===== src/rtl/bsst_pkg.sv =====
// Package: beat types, queue entry type and constants for the seed similarity test.
package bsst_pkg;

  typedef struct packed {
    logic               mode;
    logic signed [31:0] entry_value;
    logic signed [31:0] seed_value;
    logic               last_entry;
  } in_beat_t;

  typedef struct packed {
    logic        accepted;
    logic [12:0] good_count;
    logic [12:0] bad_count;
    logic [12:0] entry_total;
  } out_beat_t;

  typedef enum logic [1:0] {
    CLS_ZERO = 2'd0,
    CLS_GOOD = 2'd1,
    CLS_BAD  = 2'd2
  } entry_cls_e;

  typedef struct packed {
    entry_cls_e cls;
    logic       mode;
    logic       last;
  } q_entry_t;

  localparam int unsigned CfgIdxW = 1;
  localparam int unsigned CfgW    = 16;

  localparam logic [CfgIdxW-1:0] REG_MAX_REL_DIFF = 1'd0;
  localparam logic [CfgIdxW-1:0] REG_DROPOUT_RATE = 1'd1;

  localparam logic [CfgW-1:0] MaxRelDiffRst  = 16'd256;
  localparam logic [CfgW-1:0] DropoutRateRst = 16'd0;

  localparam int unsigned QDepth = 4;

endpackage


===== src/rtl/bsst_back.sv =====
// Back end: saturating tallies, verdict and output register.
module bsst_back #(
  parameter int unsigned MAX_ENTRIES = 4096
) (
  input  logic                clk_i,
  input  logic                rst_ni,
  input  logic                q_valid_i,
  input  bsst_pkg::q_entry_t  q_data_i,
  output logic                pop_o,
  input  logic [15:0]         dropout_rate_i,
  output logic                out_valid_o,
  input  logic                out_stall_i,
  output bsst_pkg::out_beat_t out_beat_o
);
  import bsst_pkg::*;

  localparam int unsigned CntW = $clog2(MAX_ENTRIES + 1);
  localparam logic [CntW-1:0] MaxCnt = CntW'(MAX_ENTRIES);

  function automatic logic [CntW-1:0] sat_inc(input logic [CntW-1:0] c);
    sat_inc = (c < MaxCnt) ? c + 1'b1 : MaxCnt;
  endfunction

  logic [CntW-1:0] good_q, bad_q, zero_q, n_q;
  logic            viol_q;
  logic [CntW-1:0] good_d, bad_d, zero_d, n_d;
  logic            viol_d;

  // verdict stage
  logic            a_vld_q;
  logic            a_mode_q;
  logic            a_viol_q;
  logic [CntW-1:0] a_good_q, a_bad_q, a_zero_q, a_n_q;
  logic            a_adv;

  logic            out_vld_q;
  out_beat_t       out_q;
  logic            out_load;

  logic [CntW+15:0] nr;
  logic [16:0]      rinv;
  logic [CntW+16:0] nq;
  logic             acc;
  logic [31:0]      good_x, bad_x, n_x;

  assign out_load = ~out_vld_q | ~out_stall_i;
  assign a_adv    = a_vld_q & out_load;
  assign pop_o    = q_valid_i & (~q_data_i.last | ~a_vld_q | a_adv);

  always_comb begin
    n_d    = sat_inc(n_q);
    good_d = good_q;
    bad_d  = bad_q;
    zero_d = zero_q;
    viol_d = viol_q;
    unique case (q_data_i.cls)
      CLS_ZERO: begin
        zero_d = sat_inc(zero_q);
        bad_d  = sat_inc(bad_q);
      end
      CLS_GOOD: begin
        good_d = sat_inc(good_q);
      end
      default: begin
        bad_d  = sat_inc(bad_q);
        viol_d = 1'b1;
      end
    endcase
  end

  always_ff @(posedge clk_i or negedge rst_ni) begin
    if (!rst_ni) begin
      good_q    <= '0;
      bad_q     <= '0;
      zero_q    <= '0;
      n_q       <= '0;
      viol_q    <= 1'b0;
      a_vld_q   <= 1'b0;
      out_vld_q <= 1'b0;
    end else begin
      if (pop_o) begin
        if (q_data_i.last) begin
          good_q <= '0;
          bad_q  <= '0;
          zero_q <= '0;
          n_q    <= '0;
          viol_q <= 1'b0;
        end else begin
          good_q <= good_d;
          bad_q  <= bad_d;
          zero_q <= zero_d;
          n_q    <= n_d;
          viol_q <= viol_d;
        end
      end
      if (pop_o && q_data_i.last) begin
        a_vld_q <= 1'b1;
      end else if (a_adv) begin
        a_vld_q <= 1'b0;
      end
      if (out_load) begin
        out_vld_q <= a_vld_q;
      end
    end
  end

  always_ff @(posedge clk_i) begin
    if (pop_o && q_data_i.last) begin
      a_mode_q <= q_data_i.mode;
      a_viol_q <= viol_d;
      a_good_q <= good_d;
      a_bad_q  <= bad_d;
      a_zero_q <= zero_d;
      a_n_q    <= n_d;
    end
    if (a_adv) begin
      out_q.accepted    <= acc;
      out_q.good_count  <= good_x[12:0];
      out_q.bad_count   <= bad_x[12:0];
      out_q.entry_total <= n_x[12:0];
    end
  end

  // n*r and n*(1-r) in Q.16
  assign nr   = a_n_q * dropout_rate_i;
  assign rinv = 17'h10000 - {1'b0, dropout_rate_i};
  assign nq   = a_n_q * rinv;

  always_comb begin
    if (a_mode_q) begin
      acc = ({a_zero_q, 16'd0} <= nr) & ~a_viol_q;
    end else begin
      acc = (a_bad_q <= nr[CntW+15:16]) & ({1'b0, a_good_q, 16'd0} >= nq);
    end
  end

  assign good_x = 32'(a_good_q);
  assign bad_x  = 32'(a_bad_q);
  assign n_x    = 32'(a_n_q);

  assign out_valid_o = out_vld_q;
  assign out_beat_o  = out_q;

endmodule


===== config.mk =====
export PLATFORM = sky130hd
export DESIGN_NAME = bsst_back
export DESIGN_NICKNAME = d
export VERILOG_FILES = /design/src/rtl/bsst_pkg.sv /design/src/rtl/bsst_back.sv
export SDC_FILE = /design/constraint.sdc
export NUM_CORES = 1
export LEC_CHECK = 0
export ABC_AREA = 0
export BUFFER_PORTS_ARGS = -buffer_cell sky130_fd_sc_hd__buf_2
export CORE_ASPECT_RATIO = 0.6
export CORE_MARGIN = 2
export CORE_UTILIZATION = 50
export CTS_BUF_LIST = sky130_fd_sc_hd__clkbuf_16
export DETAILED_ROUTE_END_ITERATION = 16
export PLACE_DENSITY = 0.69
export RECOVER_POWER = 50
export SYNTH_ARGS = -nofsm -noshare
export SYNTH_HDL_FRONTEND = slang
export SYNTH_SLANG_ARGS = --single-unit

===== constraint.sdc =====
create_clock -name clk_i -period 8.2 [get_ports clk_i]
set_clock_uncertainty 0.2 [all_clocks]
set_input_delay 0.82 -clock clk_i [delete_from_list [all_inputs] [get_ports clk_i]]
set_output_delay 0.82 -clock clk_i [all_outputs]
set_load 0.02 [all_outputs]

# Yosys cells after proc, flatten, opt, wreduce, memory -nomap -nowiden
# Cells that the tools add are included.
totals:
  output_inout_bits: 42
  ff_bits: 149
  input_bits: 24
op_classes:
  eq_ne: 1
  bitwise: 12
  mux: 16
  multipliers: 2
  n_reduce_logical: 4
  magnitude_cmp: 7
  n_addsub: 5
op_table:
  columns: ["cell", "n"]
  rows:
  - ["2-to-1 mux 13 bit", 11]
  - ["adder 13 x 1 -> 13 bit, second input constant", 4]
  - ["less-than comparator 13 bit, second input constant", 4]
  - ["greater-or-equal comparator 29 x 30 -> 1 bit", 1]
  - ["multiplier 13 x 17 -> 30 bit", 1]
  - ["less-or-equal comparator 29 bit", 1]
  - ["multiplier 13 x 16 -> 29 bit", 1]
  - ["subtractor 17 x 16 -> 17 bit, first input constant", 1]
  - ["less-or-equal comparator 13 bit", 1]
  - ["2-to-1 mux 1 bit", 5]
  - ["NOT 1 bit", 5]
  - ["bitwise AND 1 bit", 4]
  - ["bitwise OR 1 bit", 3]
  - ["== test 2 x 1 -> 1 bit, second input constant", 1]
  - ["zero test 2 bit", 1]
  - ["nonzero test 2 bit", 1]
  - ["OR reduction 2 bit", 1]
  - ["logical AND 1 bit", 1]

# Logic depth before layout (Yosys ltp)
depth:
  depth_word: 7
  mapped_depth: 36
  mapped_depth_nobuf: 34

# Worst setup path after synthesis
# No wires, ideal clock.
synth_path:
  path_type: "input-to-reg"
  from: "input dropout_rate_i[7]"
  to: "register out_q (netlist bit out_beat_o[39]), data pin"
  n_path_buf: 2
  setup_slack_ns: -0.876
  arrival_ns: 8.718
  path_stages: 34
  cell_sequence: "clkbuf_1 -> or4_1 -> or3_1 -> nor2_1 -> xnor2_1 -> clkbuf_1 -> and2_1 -> fa_1 -> inv_1 -> fa_1 -> inv_1 -> fa_1 -> fa_1 -> inv_1 -> fa_1 -> inv_1 -> ha_1 -> and3_1 -> and3_1 -> a221oi_2 -> a211oi_1 -> or3_1 -> and3_4 -> a221oi_2 -> xor2_1 -> ha_1 -> nand3_1 -> nor2_1 -> o2111ai_1 -> nand4b_1 -> or4_1 -> o41ai_1 -> o21ai_0 -> o211ai_1"
synth_via:
  elab_chain_len: 5
  word_cells_on_any_way: 9
  cone_classes: "add/sub: 1; mul: 2; order compare: 3; mux: 1; bitwise: 2"
synth_lines:
  columns: ["element", "line_no", "text"]
  rows:
  - ["from (decl)", "bsst_back.sv:10", "input logic [15:0] dropout_rate_i,"]
  - ["subtractor 17 x 16 -> 17 bit", "bsst_back.sv:126", "assign rinv = 17'h10000 - {1'b0, dropout_rate_i};"]
  - ["multiplier 13 x 17 -> 30 bit", "bsst_back.sv:127", "assign nq = a_n_q * rinv;"]
  - ["greater-or-equal comparator 29 x 30 -> 1 bit", "bsst_back.sv:133", "acc = (a_bad_q <= nr[CntW+15:16]) & ({1'b0, a_good_q, 16'd0} >= nq);"]
  - ["bitwise AND 1 bit", "bsst_back.sv:133", null]
  - ["2-to-1 mux 1 bit *", "bsst_back.sv:130", "if (a_mode_q) begin"]
  - ["via acc", "bsst_back.sv:43", "logic acc;"]
  - ["to (decl)", "bsst_back.sv:37", "out_beat_t out_q;"]
# Mark *: on every way through the listed nets, which the timed path passes. The rest lies on a longest branch.
# A chain may end at the register's enable or synchronous reset.

# Final worst setup path
layout_path:
  from: "input dropout_rate_i[9]"
  to: "register out_q (netlist bit out_beat_o[39]), data pin"
# The elaborated chain is that of the path after synthesis.

==> impl_results.md <==
- Outcome: finished, violations left
- Failing checks: capacitance limit, slew limit, setup timing
- Setup TNS: -679 ps
- Buffers on Ports: 65
- Final Hold Fails: 0
- Main synth FF type: edfxtp_1
- Synthesis-to-layout area growth: 14.3%
- DR iter-0 viols: 1443
- Worst slew margin: -125%
- # nets final: approximately 2900
- Layout cell share with drive strength beyond 1: 12.8%
- CORE AREA: 40600 um2
- Most area-consuming cells after synthesis: fa_1 31%, edfxtp_1 14%, ha_1 12%
- Netlist cell types: 66
- Routed WL per cell: 19.5 um
- DR vias: 16000
- Required @ worst endpoint: approximately 8300 ps
- Post-synth ARST share: 36.9%
- CTS Hold Bufs: 0
- Slowest stage delay, CP: 550 ps
- Critical Path AT: 8940 ps
- TritonCTS Buffers: 17
- Period minus WS final: 8880 ps
- Placed Instances: 2832
- Synth Area in XOR/XNOR: under 10%
- Clock Path Buffers: 2
- Largest net degree at the start of global routing: 56
- Mux cell area share after synthesis: less than 1%
- Synth Net Count: 2677
- CP Buf/Inv Count: 6
- Die X: 266 um
- Clk slew on worst S/H paths: approximately 70 ps
- Count leader, synth: inv_1
- DR vias/cell: ~5.6
- Crit share post-route: 108%
- Largest area contributor in the netlist: fa_1
- GRT Util Overall: 27.2%
- Post-synth top area share: 30.9%
- Seq cells post-synth: 149
- Die height: approximately 160 um
- Final setup margin: -679 ps
- Drt pass-1 iters: 6
- Peak supply drop: about 360 uV
- Most common library cells after synthesis: 367 x inv_1, 319 x fa_1, 263 x nand2_1, 224 x and2_1, 193 x ha_1
- Max-cap violations: 2
- Max FO, Critical Path: 4
- Die area: 43000 um2
- DP Area: 22800 um2
- Startpoint types: input pin
- DRC errors left: 0
- Post-route ant nets: 0
- Final Non-Filler Cells: 2872
- Yosys warnings: 0
- GR Overflow Total: 0
- Clock latency on the worst-skew pair: 440 ps
- Slew @ Worst Pin: 3380 ps
- First-pass GRT wire length: 90.6 mm
- FMAX: 113 MHz
- Design area: 23600 um2
- Max-slew violation count: 109
- Synth Area in Simple Gates: 16.8%
- Number of flops mapped to enable cells by yosys: 94
- Antenna violations before repair: 2
- Clk sinks: 149
- Min-delay worst type: register to register
- CP Class: input pin to register
- Total power: 9.40 mW
- Vias in the first global route: 16600
- Hpwl dp: 45.2 mm
- CTS tree: built
- Synth Area in Compound Gates: 8.85%
- Seq/Total Area, Yosys: 20.3%
- Adder-Cell Fraction of Synth Area: 42.6%
- H-tree depth: 4
- Routed WL: 56.1 mm
- # setup viols final: 1
- Cell mode on critical path: fa_1
- Post-synthesis area per instance: 9.65 um2
- Largest family of logic cells by synthesized area: adder cells
- Syn Inst Count: between 2000 and 2500
- Starting Density: 50.9%
- Root Driver: clkbuf_16
- PwrDens: 398 nW/um2
- RSZ-0062 raised after global routing: true
- # rows: 57
- Post-Syn Area: 20700 um2
- CP delay by family, top: adder cells
- Lkg Pwr: 11.5 nW
- Final GP Congestion: between 0.9 and 1
- Slowest-stage cell, CP: or4_4
- CP Capture Type: register
- Io pins: 66
## repair_timing
action                                 4_1_cts  5_1_grt
cloned                                       0        0
endpoints found under the hold margin        0        0
buffers inserted                             5        2
resized for setup                           30        3
setup endpoints to repair                    1        1
pin swaps                                   44        8
## placed cells by master, fill, tap and decap left out, types with 7 or more instances in the layout
master	n
edfxtp_1	94
nor2_1	61
fa_1	319
a21o_1	32
and3_1	8
a211oi_1	7
buf_2	22
nand3_1	13
a31o_2	8
buf_4	184
dfrtp_1	55
nand2_1	261
a21oi_1	53
a22o_1	37
clkbuf_16	17
xnor2_1	24
o21ai_0	49
inv_1	364
clkbuf_1	50
nand4_1	22
xor2_1	39
nand2b_1	12
ha_1	188
or3_1	19
and2_1	220
nor3_1	17
clkinv_8	7
nor2b_1	7
o21a_1	11
## flip-flops by register name, summed over array words and instances (netlist names)
signal       count
a_zero_q        13
a_good_q        13
n_q             13
viol_q           1
a_viol_q         1
out_valid_o      1
zero_q          13
a_mode_q         1
out_beat_o      40
good_q          13
a_vld_q          1
bad_q           13
a_bad_q         13
a_n_q           13
## power breakdown
| group | total, mW | switching [mW] | leakage (nW) | internal [mW] |
|---|---|---|---|---|
| Sequential | 0.859 | 0.0246 | 1.67 | 0.834 |
| Combinational | 7.72 | 4.13 | 9.52 | 3.59 |
| Clock | 0.814 | 0.396 | 0.300 | 0.418 |
## per-stage QoR
step / hold WS, ps / setup slack (ps) / util (%)
detailed placement: 254 / -1480 / 56.2
global placement: 252 / -1210 / 56.2
finish: 278 / -679 / 58.2
floorplan: 226 / -646 / -
CTS: 274 / -601 / 58.3
global route: 294 / -1000 / 58.2
## final cells by class
type / instances / area [um2]
inverter: 368 / 1380
timing repair buffer: 261 / 1770
clock buffer: 17 / 425
multi-input combinational: 1530 / 15000
tap: 531 / 664
clock inverter: 15 / 199
fill: 3499 / 17000
antenna: 1 / 2.50
sequential: 149 / 4200
## path summary, 6_finish.rpt
check	from	endpoint	slack, ps	cells after the start
worst min register to register	a_good_q[10]	out_beat_o[36]	280	0
worst min-delay path	a_good_q[10]	out_beat_o[36]	280	0
worst max-delay path	dropout_rate_i[9]	out_beat_o[39]	-680	34
max in group asynchronous	rst_ni	good_q[10]	4470	2
worst max register to register	a_n_q[10]	out_beat_o[39]	-420	25
min in group asynchronous	rst_ni	bad_q[7]	1400	2
## cells by family (layout without fill, tap and decap cells)
logic type	Yosys count	in the layout
AO/OA/AOI/OAI	262	262
XOR/XNOR	66	66
adder cells (fa/ha/maj)	512	512
buffers and inverters	462	661
flip-flops	149	149
multiplexers	4	4
other	0	1
AND/OR/NAND/NOR	686	686
## worst reg2reg max path, delay by kind of cell (launching register included)
family	cells	cell delay [ps]
adder cells (fa/ha/maj)	7	2980
flip-flops	1	390
AO/OA/AOI/OAI	10	2730
AND/OR/NAND/NOR	5	840
buffers and inverters	3	1300
## per-layer routing
| metal | global-route usage, % | wire, um |
|---|---|---|
| met1 | 40.5 | 25500 |
| met2 | 39.6 | 24000 |
| met5 | 0 | 0 |
| met4 | 6.10 | 1030 |
| met3 | 7.36 | 5560 |
No activity file was read; power rests on OpenSTA's default activity.
